**src/sv/piaw_pkg.sv**
```systemverilog
// ----------------------------------------------------------------------------
// piaw_pkg
// types and constants shared by the pi controller with anti-windup
// ----------------------------------------------------------------------------
package piaw_pkg;

    localparam int unsigned SAMPLE_W = 16;
    localparam int unsigned GAIN_W   = 32;
    localparam int unsigned ACC_W    = 32;
    localparam int unsigned FRAC_W   = 16;
    localparam int unsigned IE_W     = SAMPLE_W + 1;
    localparam int unsigned IPROD_W  = IE_W + GAIN_W;
    localparam int unsigned PPROD_W  = SAMPLE_W + GAIN_W;
    localparam int unsigned SUM_W    = IPROD_W + 1;
    localparam int unsigned APB_DW   = 32;
    localparam int unsigned APB_AW   = 4;

    localparam logic signed [GAIN_W-1:0]   PROP_GAIN_RST  = '0;
    localparam logic signed [GAIN_W-1:0]   INTEG_GAIN_RST = '0;
    localparam logic signed [SAMPLE_W-1:0] UPPER_RST      = 16'sh7fff;
    localparam logic signed [SAMPLE_W-1:0] LOWER_RST      = 16'sh8000;

    typedef enum logic [1:0] {
        REG_PROP_GAIN   = 2'd0,
        REG_INTEG_GAIN  = 2'd1,
        REG_UPPER_LIMIT = 2'd2,
        REG_LOWER_LIMIT = 2'd3
    } t_reg_idx;

    typedef struct packed {
        logic signed [GAIN_W-1:0]   prop_gain;
        logic signed [GAIN_W-1:0]   integ_gain;
        logic signed [SAMPLE_W-1:0] upper_limit;
        logic signed [SAMPLE_W-1:0] lower_limit;
    } t_cfg;

endpackage

```
**src/sv/piaw_in_if.sv**
```systemverilog
// ----------------------------------------------------------------------------
// piaw_in_if
// input word channel: error sample and hold flag
// ----------------------------------------------------------------------------
interface piaw_in_if import piaw_pkg::*; ();
    logic                       valid;
    logic                       ready;
    logic signed [SAMPLE_W-1:0] err_sample;
    logic                       hold_integral;

    modport source (output valid, output err_sample, output hold_integral, input ready);
    modport sink   (input valid, input err_sample, input hold_integral, output ready);
endinterface

```
**src/sv/piaw_out_if.sv**
```systemverilog
// ----------------------------------------------------------------------------
// piaw_out_if
// output word channel: limited drive and limit flag
// ----------------------------------------------------------------------------
interface piaw_out_if import piaw_pkg::*; ();
    logic                       valid;
    logic                       ready;
    logic signed [SAMPLE_W-1:0] drive_out;
    logic                       at_limit;

    modport source (output valid, output drive_out, output at_limit, input ready);
    modport sink   (input valid, input drive_out, input at_limit, output ready);
endinterface

```
**src/sv/piaw_regs.sv**
```systemverilog
// ----------------------------------------------------------------------------
// piaw_regs
// apb configuration registers: gains and limits
// ----------------------------------------------------------------------------
module piaw_regs import piaw_pkg::*; (
    input  logic              i_clk,
    input  logic              i_rst_n,
    input  logic              psel,
    input  logic              penable,
    input  logic              pwrite,
    input  logic [APB_AW-1:0] paddr,
    input  logic [APB_DW-1:0] pwdata,
    output logic [APB_DW-1:0] prdata,
    output logic              pready,
    output t_cfg              o_cfg
);

    t_cfg     r_cfg;
    t_reg_idx w_idx;
    logic     w_wr;

    assign w_idx  = t_reg_idx'(paddr[APB_AW-1:2]);
    assign w_wr   = psel && penable && pwrite;
    assign pready = 1'b1;
    assign o_cfg  = r_cfg;

    always_ff @(posedge i_clk) begin
        if (!i_rst_n) begin
            r_cfg.prop_gain   <= PROP_GAIN_RST;
            r_cfg.integ_gain  <= INTEG_GAIN_RST;
            r_cfg.upper_limit <= UPPER_RST;
            r_cfg.lower_limit <= LOWER_RST;
        end else if (w_wr) begin
            unique case (w_idx)
                REG_PROP_GAIN:   r_cfg.prop_gain   <= pwdata[GAIN_W-1:0];
                REG_INTEG_GAIN:  r_cfg.integ_gain  <= pwdata[GAIN_W-1:0];
                REG_UPPER_LIMIT: r_cfg.upper_limit <= pwdata[SAMPLE_W-1:0];
                REG_LOWER_LIMIT: r_cfg.lower_limit <= pwdata[SAMPLE_W-1:0];
                default: ;
            endcase
        end
    end

    always_comb begin
        unique case (w_idx)
            REG_PROP_GAIN:   prdata = r_cfg.prop_gain;
            REG_INTEG_GAIN:  prdata = r_cfg.integ_gain;
            REG_UPPER_LIMIT: prdata = APB_DW'(r_cfg.upper_limit);
            REG_LOWER_LIMIT: prdata = APB_DW'(r_cfg.lower_limit);
            default:         prdata = '0;
        endcase
    end

endmodule

```
**src/sv/piaw_integ.sv**
```systemverilog
// ----------------------------------------------------------------------------
// piaw_integ
// integrator: accumulate, round up, anti-windup clamp of the accumulator
// ----------------------------------------------------------------------------
module piaw_integ import piaw_pkg::*; (
    input  logic                      i_clk,
    input  logic                      i_rst_n,
    input  logic                      i_upd,
    input  logic signed [IPROD_W-1:0] i_iprod,
    input  t_cfg                      i_cfg,
    output logic signed [ACC_W-1:0]   o_accum
);

    logic signed [ACC_W-1:0] r_accum;
    logic signed [ACC_W-1:0] n_accum;
    logic signed [SUM_W-1:0] w_sum;
    logic        [ACC_W-1:0] w_word;

    assign w_sum  = {i_iprod[IPROD_W-1], i_iprod}
                  + {{(SUM_W-ACC_W){r_accum[ACC_W-1]}}, r_accum};
    // ceiling on the dropped residue, wraps in 32 bits
    assign w_word = w_sum[ACC_W+FRAC_W-1:FRAC_W] + ACC_W'(|w_sum[FRAC_W-1:0]);

    always_comb begin
        priority if ($signed(w_word) > ACC_W'(i_cfg.upper_limit)) begin
            n_accum = {i_cfg.upper_limit, {FRAC_W{1'b0}}};
        end else if ($signed(w_word) < ACC_W'(i_cfg.lower_limit)) begin
            n_accum = {i_cfg.lower_limit, {FRAC_W{1'b0}}};
        end else begin
            n_accum = w_sum[ACC_W-1:0];
        end
    end

    always_ff @(posedge i_clk) begin
        if (!i_rst_n) begin
            r_accum <= '0;
        end else if (i_upd) begin
            r_accum <= n_accum;
        end
    end

    // accumulator after the current word
    assign o_accum = n_accum;

endmodule

```
**src/sv/piaw_limit.sv**
```systemverilog
// ----------------------------------------------------------------------------
// piaw_limit
// output stage: proportional plus integral, clamp, result register
// ----------------------------------------------------------------------------
module piaw_limit import piaw_pkg::*; (
    input  logic                      i_clk,
    input  logic                      i_load,
    input  logic signed [PPROD_W-1:0] i_pprod,
    input  logic signed [ACC_W-1:0]   i_accum,
    input  t_cfg                      i_cfg,
    output logic signed [SAMPLE_W-1:0] o_drive,
    output logic                      o_at_limit
);

    logic signed [SUM_W-1:0]    w_osum;
    logic signed [ACC_W-1:0]    w_o;
    logic signed [ACC_W-1:0]    w_up;
    logic signed [ACC_W-1:0]    w_lo;
    logic signed [ACC_W-1:0]    w_o1;
    logic                       w_hi_hit;
    logic                       w_lo_hit;
    logic signed [SAMPLE_W-1:0] n_drive;
    logic signed [SAMPLE_W-1:0] r_drive;
    logic                       r_at_limit;

    assign w_osum = {i_pprod[PPROD_W-1], i_pprod, 1'b0}
                  + {{(SUM_W-ACC_W){i_accum[ACC_W-1]}}, i_accum};
    assign w_o    = w_osum[ACC_W+FRAC_W-1:FRAC_W];
    assign w_up   = ACC_W'(i_cfg.upper_limit);
    assign w_lo   = ACC_W'(i_cfg.lower_limit);

    // upper clamp first, lower clamp wins when limits are inverted
    assign w_hi_hit = (w_o >= w_up);
    assign w_o1     = w_hi_hit ? w_up : w_o;
    assign w_lo_hit = (w_o1 <= w_lo);
    assign n_drive  = w_lo_hit ? i_cfg.lower_limit : w_o1[SAMPLE_W-1:0];

    always_ff @(posedge i_clk) begin
        if (i_load) begin
            r_drive    <= n_drive;
            r_at_limit <= w_hi_hit || w_lo_hit;
        end
    end

    assign o_drive    = r_drive;
    assign o_at_limit = r_at_limit;

endmodule

```
**src/sv/pi_controller_anti_windup_unit.sv**
```systemverilog
// ----------------------------------------------------------------------------
// pi_controller_anti_windup_unit
// parallel pi controller, q15 data, 32-bit integrator with anti-windup
// ----------------------------------------------------------------------------
// usage:
//   i_in takes one word per control tick: err_sample and hold_integral.
//   o_out gives one word per input word: drive_out and at_limit.
//   gains and limits are written over the apb port while no word is in flight.
// datapath: an accepted input word loads the input register, which feeds
//   both multiplies, the integrator add, round-up and clamp and the output
//   clamp, which load the result register.
// throughput: one word per cycle while o_out is not held; the accumulator
//   loop closes in that same cycle.
// reset: gains clear to zero, limits go to full q15 range, previous error
//   and accumulator clear, both registers empty.
// stall: when o_out is held the result register keeps its word, one more
//   word waits in the input register, then i_in.ready drops.
// ----------------------------------------------------------------------------
module pi_controller_anti_windup_unit import piaw_pkg::*; (
    input  logic              i_clk,
    input  logic              i_rst_n,
    piaw_in_if.sink           i_in,
    piaw_out_if.source        o_out,
    input  logic              psel,
    input  logic              penable,
    input  logic              pwrite,
    input  logic [APB_AW-1:0] paddr,
    input  logic [APB_DW-1:0] pwdata,
    output logic [APB_DW-1:0] prdata,
    output logic              pready
);

    t_cfg w_cfg;

    logic                        r_v1;
    logic                        r_v2;
    logic signed [SAMPLE_W-1:0]  r_prev;
    logic signed [SAMPLE_W-1:0]  r1_err;
    logic                        r1_hold;
    logic signed [IE_W-1:0]      w_ie;
    logic signed [IPROD_W-1:0]   w_iprod;
    logic signed [PPROD_W-1:0]   w_pprod;
    logic signed [ACC_W-1:0]     w_accum;
    logic                        w_acc_in;
    logic                        w_adv1;

    piaw_regs u_regs (
        .i_clk   (i_clk),
        .i_rst_n (i_rst_n),
        .psel    (psel),
        .penable (penable),
        .pwrite  (pwrite),
        .paddr   (paddr),
        .pwdata  (pwdata),
        .prdata  (prdata),
        .pready  (pready),
        .o_cfg   (w_cfg)
    );

    assign w_adv1     = r_v1 && (!r_v2 || o_out.ready);
    assign i_in.ready = !r_v1 || w_adv1;
    assign w_acc_in   = i_in.valid && i_in.ready;

    assign w_ie = {r_prev[SAMPLE_W-1], r_prev}
                + (r1_hold ? IE_W'(0) : {r1_err[SAMPLE_W-1], r1_err});

    assign w_iprod = IPROD_W'(w_ie) * IPROD_W'(w_cfg.integ_gain);
    assign w_pprod = PPROD_W'(r1_err) * PPROD_W'(w_cfg.prop_gain);

    always_ff @(posedge i_clk) begin
        if (!i_rst_n) begin
            r_v1   <= 1'b0;
            r_v2   <= 1'b0;
            r_prev <= '0;
        end else begin
            r_v1 <= w_acc_in || (r_v1 && !w_adv1);
            r_v2 <= w_adv1 || (r_v2 && !o_out.ready);
            if (w_adv1) begin
                r_prev <= r1_err;
            end
        end
    end

    always_ff @(posedge i_clk) begin
        if (w_acc_in) begin
            r1_err  <= i_in.err_sample;
            r1_hold <= i_in.hold_integral;
        end
    end

    piaw_integ u_integ (
        .i_clk   (i_clk),
        .i_rst_n (i_rst_n),
        .i_upd   (w_adv1),
        .i_iprod (w_iprod),
        .i_cfg   (w_cfg),
        .o_accum (w_accum)
    );

    piaw_limit u_limit (
        .i_clk      (i_clk),
        .i_load     (w_adv1),
        .i_pprod    (w_pprod),
        .i_accum    (w_accum),
        .i_cfg      (w_cfg),
        .o_drive    (o_out.drive_out),
        .o_at_limit (o_out.at_limit)
    );

    assign o_out.valid = r_v2;

endmodule

```
**src/flat_wrapper.sv**
```systemverilog
// flat-port wrapper written by rule: the top's interface ports become plain ports
module pi_controller_anti_windup_unit_flat import piaw_pkg::*;
  (i_clk, i_rst_n, psel, penable, pwrite, paddr, pwdata, prdata, pready, i_in_valid, i_in_err_sample, i_in_hold_integral, i_in_ready, o_out_valid, o_out_drive_out, o_out_at_limit, o_out_ready);
  piaw_in_if i_in_i ();
  piaw_out_if o_out_i ();
  input  logic i_clk;
  input  logic i_rst_n;
  input  logic psel;
  input  logic penable;
  input  logic pwrite;
  input  logic [APB_AW-1:0] paddr;
  input  logic [APB_DW-1:0] pwdata;
  output logic [APB_DW-1:0] prdata;
  output logic pready;
  input wire logic [$bits(i_in_i.valid)-1:0] i_in_valid;
  input wire logic [$bits(i_in_i.err_sample)-1:0] i_in_err_sample;
  input wire logic [$bits(i_in_i.hold_integral)-1:0] i_in_hold_integral;
  output wire logic [$bits(i_in_i.ready)-1:0] i_in_ready;
  output wire logic [$bits(o_out_i.valid)-1:0] o_out_valid;
  output wire logic [$bits(o_out_i.drive_out)-1:0] o_out_drive_out;
  output wire logic [$bits(o_out_i.at_limit)-1:0] o_out_at_limit;
  input wire logic [$bits(o_out_i.ready)-1:0] o_out_ready;
  assign i_in_i.valid = i_in_valid;
  assign i_in_i.err_sample = i_in_err_sample;
  assign i_in_i.hold_integral = i_in_hold_integral;
  assign i_in_ready = i_in_i.ready;
  assign o_out_valid = o_out_i.valid;
  assign o_out_drive_out = o_out_i.drive_out;
  assign o_out_at_limit = o_out_i.at_limit;
  assign o_out_i.ready = o_out_ready;
  pi_controller_anti_windup_unit u_core (.i_clk(i_clk), .i_rst_n(i_rst_n), .i_in(i_in_i), .o_out(o_out_i), .psel(psel), .penable(penable), .pwrite(pwrite), .paddr(paddr), .pwdata(pwdata), .prdata(prdata), .pready(pready));
endmodule
```
**config.mk**
```make
export PLATFORM = sky130hd
export DESIGN_NAME = pi_controller_anti_windup_unit_flat
export DESIGN_NICKNAME = d
export VERILOG_FILES = /design/src/sv/piaw_pkg.sv /design/src/sv/piaw_in_if.sv /design/src/sv/piaw_out_if.sv /design/src/sv/piaw_regs.sv /design/src/sv/piaw_integ.sv /design/src/sv/piaw_limit.sv /design/src/sv/pi_controller_anti_windup_unit.sv /design/src/flat_wrapper.sv
export SDC_FILE = /design/constraint.sdc
export NUM_CORES = 2
export LEC_CHECK = 0
export ABC_AREA = 1
export BUFFER_PORTS_ARGS = -buffer_cell sky130_fd_sc_hd__buf_2
export CAP_MARGIN = 0
export CORE_MARGIN = 1.5
export CORE_UTILIZATION = 55
export DETAILED_ROUTE_END_ITERATION = 16
export PLACE_DENSITY_LB_ADDON = 0.12
export SLEW_MARGIN = 0
export SYNTH_ARGS = -nofsm -noshare
export SYNTH_HDL_FRONTEND = slang
export SYNTH_SLANG_ARGS = --single-unit
```
**constraint.sdc**
```tcl
create_clock -name i_clk -period 18.6 [get_ports i_clk]
set_input_delay 5.58 -clock i_clk [delete_from_list [all_inputs] [get_ports i_clk]]
set_output_delay 5.58 -clock i_clk [all_outputs]
set_load 0.01 [all_outputs]
```
; ---- Word-level counts from Yosys, hierarchy flattened
; Index checks and enable logic that the tools add are counted.
[totals]
out_inout_bits = 52
mem_count = 0
inputBits = 60
reg_bits = 180
romBits = 0
latch_bits = 0
word_cells = 52
mem_bits_rw = 0
[op_classes]
n_eq_ne = 3
n_addsub = 4
n_lt_le_gt_ge = 4
div = 0
mux = 6
n_shift = 0
multipliers = 2
reduce_logical = 21
n_bitwise = 0
[ops]
columns = cell, count
row1 = $pmux W32 S4, 1
row2 = $add A48 B32 Y48, 2
row3 = $mux W32, 3
row4 = $mul A17 B32 Y48, 1
row5 = $mul A16 B32 Y47, 1
row6 = $add A32 B1 Y32, 1
row7 = $ge A32 B16 Y1, 1
row8 = $gt A32 B16 Y1, 1
row9 = $le A32 B16 Y1, 1
row10 = $lt A32 B16 Y1, 1
row11 = $add A17 B17 Y17, 1
row12 = $mux W17, 1
row13 = $mux W16, 1
row14 = $reduce_or A16 Y1, 1
row15 = $reduce_and A2 Y1, 4
row16 = $logic_and A1 B1 Y1, 6
row17 = $logic_or A1 B1 Y1, 5
row18 = $eq A2 B2 Y1 const B, 2
row19 = $logic_not A1 Y1, 4
row20 = $eq A2 B1 Y1 const B, 1
row21 = $logic_not A2 Y1, 1

; ---- Logic depth before layout (Yosys ltp)
[logic_depth]
ltp_word = 14
ltp_mapped = 109
mapped_depth_nobuf = 105

; ---- Cells and area by module
; Synthesis repeated with hierarchy kept, for this count alone.
[unflattened]
hier_cells = 9203
hier_area_um2 = 61898.1
[by_module_without_submodules]
columns = module, seq_area_each_um2, area_per_inst_um2, cells_per_inst, instances
row1 = pi_controller_anti_windup_unit, 870.8, 42126.7, 5663, 1
row2 = piaw_integ, 640.6, 9012.4, 1695, 1
row3 = piaw_limit, 510.5, 6277.3, 1153, 1
row4 = piaw_regs, 1921.8, 4481.8, 692, 1

; ---- Worst setup path before layout
; No wires, ideal clock.
[synth_path]
path_type = reg2reg
start = register u_core.r1_hold
end = register u_core.u_limit.r_drive[2] (netlist: u_core.u_limit.o_drive[2]), data pin
period_less_slack_ns = 15.365
path_stages_with_launch = 91
path_buffers = 5
arrival_ns = 15.099
setup_ns = 0.266
path_slack_ns = 3.235
required_ns = 18.334
cell_sequence = edfxtp_1 clkbuf_1 clkbuf_1 nor2_1 ha_1 a21o_1 a31oi_1 o21ai_0 nand2_1 nand2_1 nand2_1 nand2_1 a21oi_1 inv_1 or2_2 nand2_1 clkbuf_1 nor2_1 [... 55 more ...] a31oi_1 inv_1 nand2_1 buf_2 nand2_1 inv_1 ha_1 a21oi_1 o21ai_0 a21oi_1 nor2_1 o211ai_1 a21boi_0 a211oi_1 xnor2_1 a31oi_1 clkbuf_1 o21ai_0
[synth_via]
elab_chain_cells = 14
word_cells_on_any_way = 15
cone_classes = add/sub (4) / mul (1) / order compare (4) / mux (5) / reduce/logical (1)
[synth_rtl]
columns = element, line
row1 = "start, declared", pi_controller_anti_windup_unit.sv:39  ; logic r1_hold;
row2 = "start signal, assigned", pi_controller_anti_windup_unit.sv:87  ; r1_hold <= i_in.hold_integral;
row3 = $mux W17 *, pi_controller_anti_windup_unit.sv:65  ; + (r1_hold ? IE_W'(0) : {r1_err[SAMPLE_W-1], r1_err});
row4 = $add A17 B17 Y17 *, pi_controller_anti_windup_unit.sv:65
row5 = $mul A17 B32 Y48 *, pi_controller_anti_windup_unit.sv:67  ; assign w_iprod = IPROD_W'(w_ie) * IPROD_W'(w_cfg.integ_gain);
row6 = $add A48 B32 Y48 *, piaw_integ.sv:20  ; + {{(SUM_W-ACC_W){r_accum[ACC_W-1]}}, r_accum};
row7 = $reduce_or A16 Y1, piaw_integ.sv:22  ; assign w_word = w_sum[ACC_W+FRAC_W-1:FRAC_W] + ACC_W'(|w_sum[FRAC_W-1:0]);
row8 = $add A32 B1 Y32, piaw_integ.sv:22
row9 = $lt A32 B16 Y1, piaw_integ.sv:27  ; end else if ($signed(w_word) < ACC_W'(i_cfg.lower_limit)) begin
row10 = $mux W32, piaw_integ.sv:27
row11 = $mux W32 *, piaw_integ.sv:25  ; priority if ($signed(w_word) > ACC_W'(i_cfg.upper_limit)) begin
row12 = named net u_core.u_integ.o_accum[31], piaw_integ.sv:11  ; output logic signed [ACC_W-1:0] o_accum
row13 = $add A48 B32 Y48 *, piaw_limit.sv:27  ; + {{(SUM_W-ACC_W){i_accum[ACC_W-1]}}, i_accum};
row14 = $ge A32 B16 Y1, piaw_limit.sv:33  ; assign w_hi_hit = (w_o >= w_up);
row15 = $mux W32 *, piaw_limit.sv:34  ; assign w_o1 = w_hi_hit ? w_up : w_o;
row16 = $le A32 B16 Y1, piaw_limit.sv:35  ; assign w_lo_hit = (w_o1 <= w_lo);
row17 = $mux W16 *, piaw_limit.sv:36  ; assign n_drive = w_lo_hit ? i_cfg.lower_limit : w_o1[SAMPLE_W-1:0];
row18 = named net u_core.u_limit.n_drive[2], piaw_limit.sv:22  ; logic signed [SAMPLE_W-1:0] n_drive;
row19 = "end signal, assigned", piaw_limit.sv:40  ; r_drive <= n_drive;
row20 = "end, declared", piaw_limit.sv:23  ; logic signed [SAMPLE_W-1:0] r_drive;
; Mark *: on every way through the listed nets, which the timed path passes. The rest lies on a longest branch.
; A chain may end at the register's enable or synchronous reset.

; ---- Worst setup path in the final report
[layout_path]
start = register u_core.r1_err[0]
end = register u_core.u_limit.r_drive[6] (netlist: u_core.u_limit.o_drive[6]), data pin
[layout_via]
elab_chain_cells = 14
word_cells_on_any_way = 16
cone_classes = add/sub (4) / mul (2) / order compare (4) / mux (5) / reduce/logical (1)
[layout_rtl]
columns = element, line
row1 = "start, declared", pi_controller_anti_windup_unit.sv:38  ; logic signed [SAMPLE_W-1:0] r1_err;
row2 = "start signal, assigned", pi_controller_anti_windup_unit.sv:86  ; r1_err <= i_in.err_sample;
row3 = $mux W17 *, pi_controller_anti_windup_unit.sv:65
row4 = $add A17 B17 Y17 *, pi_controller_anti_windup_unit.sv:65
row5 = $mul A17 B32 Y48 *, pi_controller_anti_windup_unit.sv:67
row6 = $add A48 B32 Y48 *, piaw_integ.sv:20
row7 = $reduce_or A16 Y1, piaw_integ.sv:22
row8 = $add A32 B1 Y32, piaw_integ.sv:22
row9 = $lt A32 B16 Y1, piaw_integ.sv:27
row10 = $mux W32, piaw_integ.sv:27
row11 = $mux W32 *, piaw_integ.sv:25
row12 = named net u_core.u_integ.o_accum[25], piaw_integ.sv:11
row13 = $add A48 B32 Y48 *, piaw_limit.sv:27
row14 = $ge A32 B16 Y1, piaw_limit.sv:33
row15 = $mux W32 *, piaw_limit.sv:34
row16 = $le A32 B16 Y1, piaw_limit.sv:35
row17 = $mux W16 *, piaw_limit.sv:36
row18 = named net u_core.u_limit.n_drive[6], piaw_limit.sv:22
; Marked as above.

==> flow_summary.json <==
{
  "status": "complete, no violations",
  "synth_nets": 8398,
  "async_flop_share_pct": 0,
  "insertion_delay_ns": 0.52,
  "setup_viol": 0,
  "cp.required_ns": 18.83,
  "ios": 112,
  "nFillCells": 9016,
  "hp-start": "u_core.r_v1",
  "hold_depth": 2,
  "vias": 45900,
  "antenna_left": 0,
  "cts.sinks": 180,
  "path_class": "reg -> reg",
  "worst_pin_slew_ns": 1.24,
  "h-tree-depth": 4,
  "synth.avg_cell_area_um2": 7.61,
  "reg2regPathDepth": 91,
  "cts_buffer_depth": 2,
  "grt_pass1_wl_um": 283000,
  "dpl.cell_count": 8188,
  "crit_top_cell": "nand2_1",
  "die_w_um": 312,
  "io_buffers": 108,
  "wl_um": 185000,
  "max_slew_margin_pct": 17.6,
  "min_period_ns": 17.68,
  "layout-drive-gt1-share_pct": 6.43,
  "worst_hold_slack_ns": 0.476,
  "cp_slowest_stage_delay_ns": 0.70,
  "ctsHoldBuffers": 0,
  "synth.distinct_cells": 60,
  "syn_inst": 6889,
  "reg2reg_to": "u_core.u_limit.o_drive[6]",
  "synth_flop_cell": "dfxtp_1",
  "wl_per_cell_um": 22.4,
  "critPathLaunchType": "flop",
  "fin_nets": 8461,
  "core_area_um2": 94700,
  "cp.arrival_ns": 17.91,
  "area_delta_synth_final_pct": 6.54,
  "rr_startpoint": "u_core.r1_err[0]",
  "cts_tree": "built",
  "place_congestion": 1.07,
  "clk_pin_slew_ns": 0.09,
  "hpwl_um": 153000,
  "cap_viol_max_count": 0,
  "grt_max_degree": 87,
  "hold_viol": 0,
  "syn_area_um2": 52400,
  "yosys_warnings": 0,
  "fmax_mhz": 56.6,
  "stdcell_count": 8234,
  "grt_overflow": 0,
  "drc_errors": 0,
  "viasPerCell": 5.57,
  "antenna_found_initial": 18,
  "drv_slew": 0,
  "drt_iter0_markers": 4031,
  "min_to": "u_core.o_out.valid",
  "skew_ns": 0.0338,
  "mostFrequentLayoutCell": "inv_1",
  "fp.dieH_um": 312,
  "first_pass_iters": 6,
  "num_rows": 113,
  "crit_fanout": 24,
  "grt_usage_pct": 39.0,
  "initial_core_util_pct": 55.4,
  "crit_path_end_kind": "flop",
  "fin_setup_tns_ns": 0,
  "r2r_setup_slack_ns": 0.92,
  "min-delay-path-class": "reg -> reg",
  "grt_pass1_vias": 46800,
  "mostFrequentLayoutCells": "1756 x inv_1, 1452 x nand2_1, 1028 x fa_1",
  "synth-seq-area-share_pct": 7.52,
  "ys_seq_elements": 180,
  "synth_edf_count": 34,
  "die_area_um2": 97200,
  "slowest_stage": "o22ai_1",
  "cts_buffers": 17,
  "root_buffer": "clkbuf_16",
  "finalCritPeriodShare_pct": 95.1
}
-- through the flow --
| step | setup WS, ns | util (%) | area, um2 |
|---|---|---|---|
| final | 0.920 | 59.0 | 55900 |
| after floorplan | 3.24 | - | 52400 |
| after CTS | 0.258 | 58.8 | 55700 |
| after detailed placement | 0.366 | 58.1 | 55100 |
| after global placement | 0.399 | 58.1 | 55100 |
| after global routing | -0.00631 | 59.0 | 55900 |
-- layout make-up --
cell class / instances / area [um2] / share of cell area (%)
Clock inverter: 13 / 156 / 0.280
Sequential cell: 180 / 3940 / 7.06
Clock buffer: 19 / 433 / 0.775
Tap cell: 1265 / 1580 / 2.83
Timing Repair Buffer: 315 / 2170 / 3.89
Antenna cell: 4 / 10.0 / 0.0179
Inverter: 1785 / 6720 / 12.0
Multi-Input combinational cell: 4653 / 40800 / 73.1
-- layer usage --
| layer | up-vias | wire length [um] | part of all wire (%) | global-route usage, % |
|---|---|---|---|---|
| met5 | - | 93 | 0.050 | 0 |
| met4 | 18 | 10100 | 5.5 | 17.8 |
| met3 | 446 | 18900 | 10 | 8.11 |
| met2 | 2191 | 84300 | 46 | 62.5 |
| met1 | 22700 | 71300 | 39 | 50.9 |
| li1 | 20600 | - | - | - |
-- cells by family (layout without fill, tap and decap cells) --
group / count (synthesis) / count (layout) / synth area share (%)
compound gates: 834 / 834 / 9.04
xor+xnor: 148 / 148 / 2.59
fa+ha+maj: 1449 / 1449 / 49.3
buf+inv: 2056 / 2132 / 14.7
flops: 180 / 180 / 7.52
other cells: 1 / 5 / 0.00715
simple gates: 2221 / 2221 / 16.8
-- flip-flops by register name, summed over array words and instances, names as in the netlist --
signal / flops
u_core.o_out.valid: 1
u_core.r1_err: 16
u_core.r1_hold: 1
u_core.r_prev: 16
u_core.r_v1: 1
u_core.u_integ.r_accum: 32
u_core.u_limit.o_at_limit: 1
u_core.u_limit.o_drive: 16
u_core.u_regs.o_cfg: 96
-- cell usage after synthesis (5+ instances only) --
cell type / number / area, um2
inv_1: 1761 / 6610
nand2_1: 1453 / 5450
fa_1: 1028 / 20600
nor2_1: 527 / 1980
ha_1: 421 / 5270
a21oi_1: 338 / 1690
o21ai_0: 268 / 1340
clkbuf_1: 265 / 995
dfxtp_1: 146 / 2920
nand3_1: 106 / 531
xor2_1: 93 / 815
xnor2_1: 48 / 420
a31oi_1: 35 / 219
o211ai_1: 35 / 263
edfxtp_1: 34 / 1020
nand4_1: 33 / 206
nor3_1: 29 / 145
or2_2: 27 / 169
o21a_1: 25 / 188
o221ai_1: 22 / 193
a21o_1: 16 / 120
o21ai_1: 15 / 75.1
inv_2: 14 / 52.6
o22ai_1: 13 / 81.3
nor2_2: 12 / 75.1
o2111ai_1: 12 / 105
clkinv_1: 10 / 37.5
a211oi_1: 9 / 67.6
nor4_1: 9 / 56.3
o31ai_1: 9 / 67.6
a21boi_0: 8 / 60.1
o21bai_1: 7 / 52.6
xor2_2: 6 / 97.6
nand2_2: 5 / 31.3
nor3_2: 5 / 50.1
-- worst max-delay path, delay by kind of cell (launching register included) --
kind	cells	cell delay [ns]
AOI/OAI and AO/OA	20	4.42
xor gates and xnor gates	3	0.53
adders and majority gates	13	5.30
buffers and inverters	18	2.20
DFF	1	0.45
and+or+nand+nor	37	4.50
-- worst max path at each step --
| stage | end | slack [ns] | from |
|---|---|---|---|
| 3_3_place_gp | u_core.u_limit.o_drive[7] | 0.40 | u_core.r1_hold |
| 4_1_cts | u_core.u_limit.o_drive[6] | 0.26 | u_core.r1_hold |
| 2_1_floorplan | u_core.u_limit.o_drive[2] | 3.24 | u_core.r1_hold |
| 5_1_grt | u_core.u_limit.o_drive[1] | -0.006 | u_core.r1_err[0] |
| 6_report | u_core.u_limit.o_drive[6] | 0.92 | u_core.r1_err[0] |
| 3_5_place_dp | u_core.u_limit.o_drive[6] | 0.37 | u_core.r1_hold |
-- what timing repair did --
item | in CTS | in global routing
gates resized for setup | 0 | 22
buffers inserted | 0 | 10
endpoints found under the setup margin | 0 | 17
Power is not shown: default switching activity piles up to over one toggle a cycle in this logic, so the estimate is an artifact.
